===== config.mk =====
export PLATFORM = sky130hd
export DESIGN_NAME = postfix_stack_evaluator
export DESIGN_NICKNAME = d
export VERILOG_FILES = /design/src/rtl/pse_pkg.sv /design/src/rtl/pse_div.sv /design/src/rtl/pse_dpath.sv /design/src/rtl/pse_ctrl.sv /design/src/rtl/postfix_stack_evaluator.sv
export SDC_FILE = /design/constraint.sdc
export NUM_CORES = 2
export LEC_CHECK = 0
export BUFFER_PORTS_ARGS = -buffer_cell sky130_fd_sc_hd__buf_2
export CORE_ASPECT_RATIO = 1.4
export CORE_MARGIN = 10
export CORE_UTILIZATION = 45
export CTS_CLUSTER_DIAMETER = 50
export DETAILED_ROUTE_END_ITERATION = 6
export SLEW_MARGIN = 10
export SYNTH_ARGS = -nofsm -noshare
export SYNTH_HDL_FRONTEND = slang
export SYNTH_SLANG_ARGS = --single-unit

===== constraint.sdc =====
create_clock -name clk -period 8.25 [get_ports clk]
set_input_delay 1.2375 -clock clk [delete_from_list [all_inputs] [get_ports clk]]
set_output_delay 1.2375 -clock clk [all_outputs]
set_load 0.01 [all_outputs]

===== src/rtl/pse_pkg.sv =====
// Shared types and codes for the postfix stack evaluator.
package pse_pkg;

  // Fixed widths of the item fields.
  localparam int DATA_W  = 32;
  localparam int MODE_W  = 3;
  localparam int STAT_W  = 3;
  localparam int COUNT_W = 7;

  // Token codes carried in the mode field.
  localparam logic [MODE_W-1:0] MODE_PUSH = 3'd0;
  localparam logic [MODE_W-1:0] MODE_ADD  = 3'd1;
  localparam logic [MODE_W-1:0] MODE_SUB  = 3'd2;
  localparam logic [MODE_W-1:0] MODE_MUL  = 3'd3;
  localparam logic [MODE_W-1:0] MODE_DIV  = 3'd4;
  localparam logic [MODE_W-1:0] MODE_END  = 3'd5;

  // Status codes reported with every result item.
  localparam logic [STAT_W-1:0] ST_OK    = 3'd0;
  localparam logic [STAT_W-1:0] ST_UNDER = 3'd1;
  localparam logic [STAT_W-1:0] ST_OVER  = 3'd2;
  localparam logic [STAT_W-1:0] ST_DIVZ  = 3'd3;
  localparam logic [STAT_W-1:0] ST_BADOP = 3'd4;

  // Result value select.
  localparam logic [2:0] SEL_ZERO = 3'd0;
  localparam logic [2:0] SEL_PUSH = 3'd1;
  localparam logic [2:0] SEL_TOP  = 3'd2;
  localparam logic [2:0] SEL_ADD  = 3'd3;
  localparam logic [2:0] SEL_SUB  = 3'd4;
  localparam logic [2:0] SEL_MUL  = 3'd5;
  localparam logic [2:0] SEL_DIV  = 3'd6;

  // Stack pointer update on commit.
  localparam logic [1:0] STK_PUSH  = 2'd0;
  localparam logic [1:0] STK_POP   = 2'd1;
  localparam logic [1:0] STK_CLEAR = 2'd2;

  // Divider iteration count.
  localparam int DIV_STEPS = DATA_W;
  localparam int DIV_CNT_W = $clog2(DIV_STEPS + 1);

  // Commands from the controller to the datapath.
  typedef struct packed {
    logic              capture;
    logic              load_mul;
    logic              start_div;
    logic              commit;
    logic [STAT_W-1:0] status;
    logic [2:0]        sel;
    logic [1:0]        stk;
    logic              fin;
  } pse_cmd_t;

  // Status from the datapath to the controller.
  typedef struct packed {
    logic [MODE_W-1:0] mode;
    logic              sp_zero;
    logic              sp_lt2;
    logic              sp_full;
    logic              b_zero;
    logic              div_done;
  } pse_stat_t;

endpackage


===== src/rtl/pse_div.sv =====
// Iterative signed divider, one quotient bit per cycle, truncating toward zero.
module pse_div (
  input  logic                       clk,
  input  logic                       rst_n,
  input  logic                       start,
  input  logic [pse_pkg::DATA_W-1:0] dividend,
  input  logic [pse_pkg::DATA_W-1:0] divisor,
  output logic                       done,
  output logic [pse_pkg::DATA_W-1:0] quotient
);
  import pse_pkg::*;

  logic [DATA_W-1:0]    rem_r, rem_nxt;
  logic [DATA_W-1:0]    quo_r, quo_nxt;
  logic [DATA_W-1:0]    dvs_r;
  logic                 neg_r;
  logic [DIV_CNT_W-1:0] cnt_r;
  logic                 busy_r, done_r;
  logic [DATA_W-1:0]    mag_a, mag_b;
  logic [DATA_W:0]      rem_sh, diff;

  // Magnitudes of the operands; the most negative value maps to 2^31.
  assign mag_a = dividend[DATA_W-1] ? (~dividend + 1'b1) : dividend;
  assign mag_b = divisor[DATA_W-1]  ? (~divisor + 1'b1)  : divisor;

  // One restoring step.
  always_comb begin
    rem_sh = {rem_r, quo_r[DATA_W-1]};
    diff   = rem_sh - {1'b0, dvs_r};
    if (!diff[DATA_W]) begin
      rem_nxt = diff[DATA_W-1:0];
      quo_nxt = {quo_r[DATA_W-2:0], 1'b1};
    end else begin
      rem_nxt = rem_sh[DATA_W-1:0];
      quo_nxt = {quo_r[DATA_W-2:0], 1'b0};
    end
  end

  // Control: busy while the step count runs down from DIV_STEPS, done held until the next start.
  always_ff @(posedge clk) begin
    if (!rst_n) begin
      busy_r <= 1'b0;
      done_r <= 1'b0;
      cnt_r  <= '0;
    end else if (start) begin
      busy_r <= 1'b1;
      done_r <= 1'b0;
      cnt_r  <= DIV_CNT_W'(DIV_STEPS);
    end else if (busy_r) begin
      cnt_r <= cnt_r - 1'b1;
      if (cnt_r == DIV_CNT_W'(1)) begin
        busy_r <= 1'b0;
        done_r <= 1'b1;
      end
    end
  end

  // Working registers.
  always_ff @(posedge clk) begin
    if (start) begin
      rem_r <= '0;
      quo_r <= mag_a;
      dvs_r <= mag_b;
      neg_r <= dividend[DATA_W-1] ^ divisor[DATA_W-1];
    end else if (busy_r) begin
      rem_r <= rem_nxt;
      quo_r <= quo_nxt;
    end
  end

  assign done     = done_r;
  assign quotient = neg_r ? (~quo_r + 1'b1) : quo_r;

endmodule


===== src/rtl/pse_dpath.sv =====
// Datapath: operand stack memory, top-of-stack register, arithmetic and result register.
module pse_dpath #(
  parameter int STACK_DEPTH = 64
) (
  input  logic                        clk,
  input  logic                        rst_n,
  input  logic [pse_pkg::MODE_W-1:0]  in_mode,
  input  logic signed [pse_pkg::DATA_W-1:0] in_operand_value,
  input  pse_pkg::pse_cmd_t           cmd,
  output pse_pkg::pse_stat_t          stat,
  output logic [pse_pkg::STAT_W-1:0]  out_status,
  output logic signed [pse_pkg::DATA_W-1:0] out_top_value,
  output logic [pse_pkg::COUNT_W-1:0] out_stack_count,
  output logic                        out_final_valid
);
  import pse_pkg::*;

  localparam int SPW = $clog2(STACK_DEPTH + 1);
  localparam int AW  = $clog2(STACK_DEPTH);

  // The top entry lives in top_r; the memory holds the entries below it.
  logic [DATA_W-1:0] stack_mem [STACK_DEPTH];

  logic [MODE_W-1:0]  mode_r;
  logic [DATA_W-1:0]  val_r;
  logic [SPW-1:0]     sp_r, sp_nxt;
  logic [DATA_W-1:0]  top_r;
  logic [DATA_W-1:0]  rd_r;
  logic [DATA_W-1:0]  prod_r;
  logic [STAT_W-1:0]  status_r;
  logic [DATA_W-1:0]  res_top_r;
  logic [COUNT_W-1:0] count_r;
  logic               fin_r;

  logic [SPW-1:0]     sp_m1, sp_m2;
  logic [AW-1:0]      rd_addr, wr_addr;
  logic               wr_en;
  logic [DATA_W-1:0]  res;
  logic [DATA_W-1:0]  prod_full;
  logic               div_done;
  logic [DATA_W-1:0]  quo;

  assign sp_m1   = sp_r - SPW'(1);
  assign sp_m2   = sp_r - SPW'(2);
  assign rd_addr = sp_m2[AW-1:0];
  assign wr_addr = sp_m1[AW-1:0];
  assign wr_en   = cmd.commit && (cmd.stk == STK_PUSH) && (sp_r != '0);

  // Stack memory: one write port, one registered read of the second entry.
  always_ff @(posedge clk) begin
    if (wr_en) begin
      stack_mem[wr_addr] <= top_r;
    end
    rd_r <= stack_mem[rd_addr];
  end

  // Token capture.
  always_ff @(posedge clk) begin
    if (cmd.capture) begin
      mode_r <= in_mode;
      val_r  <= in_operand_value;
    end
  end

  // Multiplier keeping only the low word, with its product registered before use.
  assign prod_full = rd_r * top_r;

  always_ff @(posedge clk) begin
    if (cmd.load_mul) begin
      prod_r <= prod_full;
    end
  end

  pse_div u_div (
    .clk      (clk),
    .rst_n    (rst_n),
    .start    (cmd.start_div),
    .dividend (rd_r),
    .divisor  (top_r),
    .done     (div_done),
    .quotient (quo)
  );

  // Result value select.
  always_comb begin
    unique case (cmd.sel)
      SEL_PUSH: res = val_r;
      SEL_TOP:  res = top_r;
      SEL_ADD:  res = rd_r + top_r;
      SEL_SUB:  res = rd_r - top_r;
      SEL_MUL:  res = prod_r;
      SEL_DIV:  res = quo;
      default:  res = '0;
    endcase
  end

  // Stack pointer update.
  always_comb begin
    unique case (cmd.stk)
      STK_PUSH: sp_nxt = sp_r + SPW'(1);
      STK_POP:  sp_nxt = sp_m1;
      default:  sp_nxt = '0;
    endcase
  end

  always_ff @(posedge clk) begin
    if (!rst_n) begin
      sp_r <= '0;
    end else if (cmd.commit) begin
      sp_r <= sp_nxt;
    end
  end

  // Top-of-stack register and result register.
  always_ff @(posedge clk) begin
    if (cmd.commit) begin
      if (cmd.stk != STK_CLEAR) begin
        top_r <= res;
      end
      status_r  <= cmd.status;
      res_top_r <= res;
      count_r   <= COUNT_W'(sp_nxt);
      fin_r     <= cmd.fin;
    end
  end

  assign stat.mode     = mode_r;
  assign stat.sp_zero  = (sp_r == '0);
  assign stat.sp_lt2   = (sp_r < SPW'(2));
  assign stat.sp_full  = (sp_r == SPW'(STACK_DEPTH));
  assign stat.b_zero   = (top_r == '0);
  assign stat.div_done = div_done;

  assign out_status      = status_r;
  assign out_top_value   = res_top_r;
  assign out_stack_count = count_r;
  assign out_final_valid = fin_r;

endmodule


===== src/rtl/pse_ctrl.sv =====
// Controller: token sequencing state machine and result valid flag.
module pse_ctrl (
  input  logic                clk,
  input  logic                rst_n,
  input  logic                in_valid,
  output logic                in_ready,
  output logic                out_valid,
  input  logic                out_ready,
  input  pse_pkg::pse_stat_t  stat,
  output pse_pkg::pse_cmd_t   cmd
);
  import pse_pkg::*;

  localparam logic [1:0] S_IDLE = 2'd0;
  localparam logic [1:0] S_EVAL = 2'd1;
  localparam logic [1:0] S_MUL  = 2'd2;
  localparam logic [1:0] S_DIV  = 2'd3;

  logic [1:0] state_r, state_nxt;
  logic       out_valid_r;
  logic       slot_free;
  logic       done_now;

  // The result register can take a new item when empty or being drained.
  assign slot_free = !out_valid_r || out_ready;
  assign in_ready  = (state_r == S_IDLE);

  // Decode of the current token and stack condition.
  always_comb begin
    cmd           = '0;
    cmd.status    = ST_OK;
    cmd.sel       = SEL_ZERO;
    cmd.stk       = STK_CLEAR;
    state_nxt     = state_r;
    done_now      = 1'b0;
    unique case (state_r)
      S_IDLE: begin
        if (in_valid) begin
          cmd.capture = 1'b1;
          state_nxt   = S_EVAL;
        end
      end
      S_EVAL: begin
        done_now = 1'b1;
        if (stat.mode == MODE_PUSH) begin
          if (stat.sp_full) begin
            cmd.status = ST_OVER;
          end else begin
            cmd.sel = SEL_PUSH;
            cmd.stk = STK_PUSH;
          end
        end else if (stat.mode == MODE_END) begin
          if (stat.sp_zero) begin
            cmd.status = ST_UNDER;
          end else begin
            cmd.sel = SEL_TOP;
            cmd.fin = 1'b1;
          end
        end else if (stat.sp_lt2) begin
          cmd.status = ST_UNDER;
        end else if (stat.mode == MODE_ADD) begin
          cmd.sel = SEL_ADD;
          cmd.stk = STK_POP;
        end else if (stat.mode == MODE_SUB) begin
          cmd.sel = SEL_SUB;
          cmd.stk = STK_POP;
        end else if (stat.mode == MODE_MUL) begin
          done_now     = 1'b0;
          cmd.load_mul = 1'b1;
          state_nxt    = S_MUL;
        end else if (stat.mode == MODE_DIV) begin
          if (stat.b_zero) begin
            cmd.status = ST_DIVZ;
          end else begin
            done_now      = 1'b0;
            cmd.start_div = 1'b1;
            state_nxt     = S_DIV;
          end
        end else begin
          cmd.status = ST_BADOP;
        end
      end
      S_MUL: begin
        done_now = 1'b1;
        cmd.sel  = SEL_MUL;
        cmd.stk  = STK_POP;
      end
      S_DIV: begin
        done_now = stat.div_done;
        cmd.sel  = SEL_DIV;
        cmd.stk  = STK_POP;
      end
      default: begin
        state_nxt = S_IDLE;
      end
    endcase
    // Finish the item once the result register has room.
    if (done_now && slot_free) begin
      cmd.commit = 1'b1;
      state_nxt  = S_IDLE;
    end
  end

  always_ff @(posedge clk) begin
    if (!rst_n) begin
      state_r     <= S_IDLE;
      out_valid_r <= 1'b0;
    end else begin
      state_r <= state_nxt;
      if (cmd.commit) begin
        out_valid_r <= 1'b1;
      end else if (out_ready) begin
        out_valid_r <= 1'b0;
      end
    end
  end

  assign out_valid = out_valid_r;

  // A result is never written over one that is still waiting.
  a_commit_free: assert property (@(posedge clk) disable iff (!rst_n)
    cmd.commit |-> (!out_valid_r || out_ready))
    else $error("result committed while output register full");

  // Every commit raises the output valid flag.
  a_commit_valid: assert property (@(posedge clk) disable iff (!rst_n)
    cmd.commit |=> out_valid_r)
    else $error("commit did not produce a valid result");

  // A captured item is evaluated in the next cycle.
  a_capture_eval: assert property (@(posedge clk) disable iff (!rst_n)
    cmd.capture |=> (state_r == S_EVAL))
    else $error("captured item not evaluated");

  // A started division waits for the divider.
  a_div_wait: assert property (@(posedge clk) disable iff (!rst_n)
    cmd.start_div |=> ((state_r == S_DIV) && !stat.div_done))
    else $error("division start not followed by wait");

endmodule


===== src/rtl/postfix_stack_evaluator.sv =====
// Postfix expression evaluator: top level joining controller and datapath.
//
// Usage: one parsed token enters per input item on in_valid/in_ready
// (in_mode, in_operand_value). Each token yields exactly one result item on
// out_valid/out_ready carrying out_status, out_top_value, out_stack_count and
// out_final_valid. Errors clear the stack and report a nonzero status.
// Timing: a token is taken in the idle state and evaluated the next cycle.
// Push, add, subtract, end and every error commit from the evaluate state;
// multiply first passes a state for the registered product, and divide waits
// in its own state for the 32-step bit-serial divider. The result is registered
// at commit. The stack top is held in a register and the entry below it is
// read from the stack memory through its single registered read port.
// Stall: the result sits in an output register; a new item is accepted while
// it waits, and evaluation holds before commit until the register drains.
// Reset (rst_n low, synchronous): stack empty, no result pending, idle.
// The stack memory needs no clearing, since only written entries are read.
module postfix_stack_evaluator #(
  parameter int STACK_DEPTH = 64
) (
  input  logic                              clk,
  input  logic                              rst_n,
  input  logic                              in_valid,
  output logic                              in_ready,
  input  logic [pse_pkg::MODE_W-1:0]        in_mode,
  input  logic signed [pse_pkg::DATA_W-1:0] in_operand_value,
  output logic                              out_valid,
  input  logic                              out_ready,
  output logic [pse_pkg::STAT_W-1:0]        out_status,
  output logic signed [pse_pkg::DATA_W-1:0] out_top_value,
  output logic [pse_pkg::COUNT_W-1:0]       out_stack_count,
  output logic                              out_final_valid
);
  import pse_pkg::*;

  pse_cmd_t  cmd;
  pse_stat_t stat;

  // Sequencing.
  pse_ctrl u_ctrl (
    .clk       (clk),
    .rst_n     (rst_n),
    .in_valid  (in_valid),
    .in_ready  (in_ready),
    .out_valid (out_valid),
    .out_ready (out_ready),
    .stat      (stat),
    .cmd       (cmd)
  );

  // Stack, arithmetic and result register.
  pse_dpath #(
    .STACK_DEPTH (STACK_DEPTH)
  ) u_dpath (
    .clk              (clk),
    .rst_n            (rst_n),
    .in_mode          (in_mode),
    .in_operand_value (in_operand_value),
    .cmd              (cmd),
    .stat             (stat),
    .out_status       (out_status),
    .out_top_value    (out_top_value),
    .out_stack_count  (out_stack_count),
    .out_final_valid  (out_final_valid)
  );

endmodule

---- Word level (Yosys, flattened, before mapping) ----
Memories as Yosys holds them, arrays and structs flattened. A register that Yosys moved wholly into a read port is not among the register bits.
Index checks and enable logic that the tools add are counted.
operators by class
  bitwise gates (word level) .............. 7
  eq/ne operators ......................... 26
  add/subtract/negate cells ............... 10
  mux-type cells .......................... 68
  multiply operators ...................... 1
  order comparisons ....................... 1
  reduce and logical (&&, ||, !) cells .... 20
operator list
  kind                   count
  $pmux 32 s6            1
  $mux 32                5
  $add 32x1->32 const B  3
  $not 32->32            3
  $mux 2                 19
  $sub 33x32->33         1
  $add 32x32->32         1
  $logic_not 32->1       1
  $mul 32x32->32         1
  $sub 32x32->32         1
  $mux 31                1
  $mux 1                 25
  $mux 3                 6
  $mux 6                 3
  $eq 3x3->1 const B     5
  $mux 5                 3
  $pmux 5 s3             1
  $ne 2x2->1 const B     7
  $pmux 7 s2             1
  $eq 3x2->1 const B     4
  $reduce_and 9->1       1
  $mux 8                 1
  $add 7x1->7 const B    1
  $eq 7x7->1 const B     1
  other kinds (25)       37
word-level totals
  input port bits ......................... 39
  logic and storage cells ................. 154
  bits in writable memories ............... 2048
  memories kept ........................... 1
  register bits after elaboration ......... 257
  output and inout port bits .............. 45
memory list
  name               words  bits a word  read ports  clocked after Yosys merged registers in  wr ports  RTL line         source
  u_dpath.stack_mem  64     32           1           1                                        1         pse_dpath.sv:22  logic [DATA_W-1:0] stack_mem [STACK_DEPTH];

---- Longest topological paths before layout ----
  depth after elaboration ................. 16
  gate-level depth with buffers ........... 28
  gate-level depth less buffers ........... 26

---- Cells and area by module ----
From an unflattened synthesis, not the netlist that was laid out.
second synthesis, totals
  cells, all modules ...................... 6441
  area, all modules ....................... 110407.1 µm²
modules (own cells, without submodules)
  module     cells each  sequential area each (µm²)  area each (µm²)  instances
  pse_dpath  5465        66543.8                     102129.2         1
  pse_div    913         2752.6                      7836.3           1
  pse_ctrl   63          60.1                        441.7            1

---- Worst setup path before layout ----
Ideal clock, no wire load.
  path kind ............................... register to register
  from .................................... register u_dpath.top_r[6]
  to ...................................... register u_dpath.prod_r[31], data pin
  stages on the path, launching flop included .. 26
  slack ................................... 0.375 ns
  period minus slack after synthesis ...... 7.875 ns
  library setup time ...................... 0.260 ns
  buffers on the path ..................... 3
  arrival ................................. 7.615 ns
  required time ........................... 7.990 ns
  cells stage by stage .................... edfxtp_1 > buf_2 > clkbuf_1 > buf_1 > and2_1 > fa_1 > fa_1 > fa_1 > inv_1 > fa_1 > inv_1 > fa_1 > fa_1 > fa_1 > fa_1 > ha_1 > a21o_1 > a21oi_1 > o21bai_1 > a21oi_1 > o21ai_0 > a21oi_1 > o21bai_1 > a21oi_1 > o21ai_0 > xnor2_1
between the ends
  longest elaborated chain between the ends .. 1
ends and longest elaborated chain
  what                       RTL line          source
  start, declared            pse_dpath.sv:27   logic [DATA_W-1:0] top_r;
  start signal, assigned     pse_dpath.sv:118  top_r <= res;
  $mul 32x32->32             pse_dpath.sv:66   assign prod_full = rd_r * top_r;
  via u_dpath.prod_full[31]  pse_dpath.sv:39   logic [DATA_W-1:0] prod_full;
  end signal, assigned       pse_dpath.sv:70   prod_r <= prod_full;
  end, declared              pse_dpath.sv:29   logic [DATA_W-1:0] prod_r;
The timed path passes the listed nets, and every way through them passes these cells.
A chain may end at the register's enable or synchronous reset.

---- Worst setup path after layout ----
  from .................................... register u_dpath.top_r[12]
  to ...................................... register u_dpath.prod_r[31], data pin
Same word-level chain as after synthesis.

==> impl_metrics.yaml <==
outcome:
  status: "complete, but fails checks"
  violations: "DRC"
floorplanning:
  io_pins: 84
  die_area_mm2: 0.264
  core-area_mm2: 0.243
  start_util_pct: 45.2
  rows: 214
  dieHeight_um: 604
  die_w_um: 437
synth:
  async_flop_share_pct: 0
  yosysWarnings: 0
  ys_seq_area_share_pct: 63.2
  synth_edf_count: 2255
  synth_area_mm2: 0.110
  syn-num-nets: 7056
  synth_top_family_by_area: "multiplexers"
  synthDistinctLibCells: 76
  synth-xor-area-share_pct: 2.20
  synth-seq-cells: 2337
  netlist_instances: 6410
  synth.area.mux_share_pct: 13.9
  syn_avg_cell_area_um2: 17.1
  synth_flop_cell: "edfxtp_1"
  synth-adder-area-share_pct: 9.72
  synth_compound_area_share_pct: 3.17
  synthSimpleGateAreaFrac_pct: 4.89
detailed_routing:
  routedWlPerCell_um: 31.3
  ant_nets: 0
  drc: 4
  drt_iter0_markers: 6220
  vias: 59754
  wirelength_um: 316000
  vias_per_cell: 5.93
  first_pass_iters: 7
timing:
  period_share_pct: 93.9
  rsz0062_at_grt: "false"
  fmax_ghz: 0.129
  finalCriticalPeriod_ps: 7740
  maxSlewViolCount: 0
  maxSlewHeadroom_pct: 4.99
  tns_ps: 0
  setup_violations: 0
  fin_skew_ps: 73.8
  tightest_slew_ps: 1430
  hold_viol: 0
global_routing:
  grtUsageTotal_pct: 23.7
  grt_max_degree: 109
  antenna_found_initial: 16
  grt_overflow: 0
  grt_pass1_wl_um: 453000
  grt_pass1_vias: 62620
critical_path:
  critical_path_arrival_ps: 8350
  critPathRequiredTime_ps: 8860
  cp_max_fo: 21
  end_kind: "flop"
  start_kind: "flop"
  critical_path_class: "flop to flop"
cells_and_area:
  stdcell_count: 10085
  drive_gt1_share_pct: 21.5
  syn_to_final_growth_pct: 12.1
  finalNetCount: 7302
  fillers: 19845
min_path:
  holdCritPathClass: "flop to flop"
clocking:
  clk_pin_slew_worst_paths_ps: 60
  cts_resized: 0
  cts.sinks: 2337
  cts_setup_buffers: 0
  ctsRootBufferMaster: "clkbuf_16"
  clk_latency_ps: 900
  cts_buffers: 229
  cts_tree: "built"
  h-tree-depth: 4
  postCtsHoldBufs: 0
  cts_buffer_depth: 4
placement:
  routabilityCongestion: 0.927
  hpwl_um: 208000
  place_inst: 9665
  port_buffers: 83
run:
  cap_violations: 0
==> logic make-up after synthesis <==
kind of cell | Yosys count
AND/OR/NAND/NOR | 1101
adder cells (fa/ha/maj) | 607
multiplexers | 698
XOR/XNOR | 275
AO/OA/AOI/OAI | 533
buffers and inverters | 859
flip-flops | 2337
==> Yosys cell counts, drive strengths merged (28+ instances only) <==
library cell  instances  share of area [%]
or3                  28               0.16
a21oi               121               0.55
mux4                659                 14
buf                  77               0.30
o31ai                32               0.22
dfxtp                82                1.5
xor2                121               0.97
mux2i                38               0.35
nor2                157               0.56
nand2               467                1.6
ha                  197                2.2
fa                  410                7.5
clkbuf              286               0.98
xnor2               154                1.2
a21o                 38               0.26
inv                 496                1.7
edfxtp             2255                 62
nor3                 31               0.14
and2                276                1.6
o21ai               138               0.63
==> metal layers <==
metal	routed length [um]	vias to the layer above	global-route usage, %
met5	52	-	0
met4	16500	8	10.5
met3	18400	698	3.08
met2	165000	2296	42.2
met1	116000	32040	28.8
li1	-	24712	-
==> registers in the layout (all words and copies together) (netlist names), 2 cells and up <==
signal	cells
u_ctrl.state_r	2
u_dpath.mode_r	3
u_dpath.out_stack_count	7
u_dpath.out_status	3
u_dpath.out_top_value	32
u_dpath.prod_r	32
u_dpath.rd_r	32
u_dpath.sp_r	7
u_dpath.stack_mem	2048
u_dpath.top_r	32
u_dpath.u_div.cnt_r	6
u_dpath.u_div.dvs_r	32
u_dpath.u_div.quo_r	32
u_dpath.u_div.rem_r	32
u_dpath.val_r	32
==> cells in the final DEF, fill, tap and decap left out, types with 21 or more instances in the layout <==
cell and n:
a211oi_1 24, a21o_1 38, a21oi_1 120, a222oi_1 21, and2_1 274, buf_2 83
buf_4 285, clkbuf_1 55, clkbuf_16 232, clkinv_1 38, clkinv_2 33, dfxtp_1 79
edfxtp_1 2255, fa_1 410, ha_1 196, inv_1 495, mux2i_1 38, mux4_2 659
nand2_1 463, nand2b_1 24, nand3_1 26, nor2_1 89, nor2_4 68, nor3_1 30
o211ai_1 23, o21ai_0 137, o31ai_1 32, or3_1 27, xnor2_1 150, xor2_1 119
==> worst paths after layout <==
| kind | startpoint | end | slack, ps | depth (start not counted) |
|---|---|---|---|---|
| max | u_dpath.top_r[12] | u_dpath.prod_r[31] | 510 | 23 |
| min | u_dpath.u_div.rem_r[13] | u_dpath.u_div.rem_r[13] | 500 | 2 |
| max reg2reg | u_dpath.top_r[12] | u_dpath.prod_r[31] | 510 | 23 |
| min reg2reg | u_dpath.u_div.rem_r[13] | u_dpath.u_div.rem_r[13] | 500 | 2 |
==> per-stage QoR <==
step,utilization (%),setup WS [ps],cell area (um^2),hold slack (ps)
6_report,50.7,507,123000,497
5_1_grt,50.7,211,123000,515
4_1_cts,50.7,516,123000,475
3_5_place_dp,47.7,540,116000,489
3_3_place_gp,47.7,600,116000,478
2_1_floorplan,-,375,110000,448
==> worst max-delay path, cell delays in order, from the launching register on <==
cell and delay [ps]:
edfxtp_1 980, buf_4 380, nand2_1 110, fa_1 510
inv_1 50, fa_1 410, fa_1 490, inv_1 50
fa_1 470, inv_1 50, fa_1 500, ha_1 310
fa_1 500, fa_1 420, ha_1 360, nand2_1 90
or2_2 280, a211oi_1 410, o311a_1 330, a21oi_1 150
o21bai_1 140, a21oi_1 130, o21ai_0 270, xnor2_1 90
==> layout make-up <==
type | count | area [um^2] | area share, %
multi-input combinational | 3214 | 37800 | 30.7
inverter | 496 | 1860 | 1.51
clock buffer | 296 | 6140 | 4.99
tap | 3240 | 4050 | 3.29
clock inverter | 116 | 1150 | 0.931
timing repair buffer | 378 | 2750 | 2.23
antenna | 8 | 20.0 | 0.0163
sequential | 2337 | 69400 | 56.4
Power is left out: the tool's default activity adds up to more than one toggle a clock period on the data nets, which glitch-free logic cannot reach.
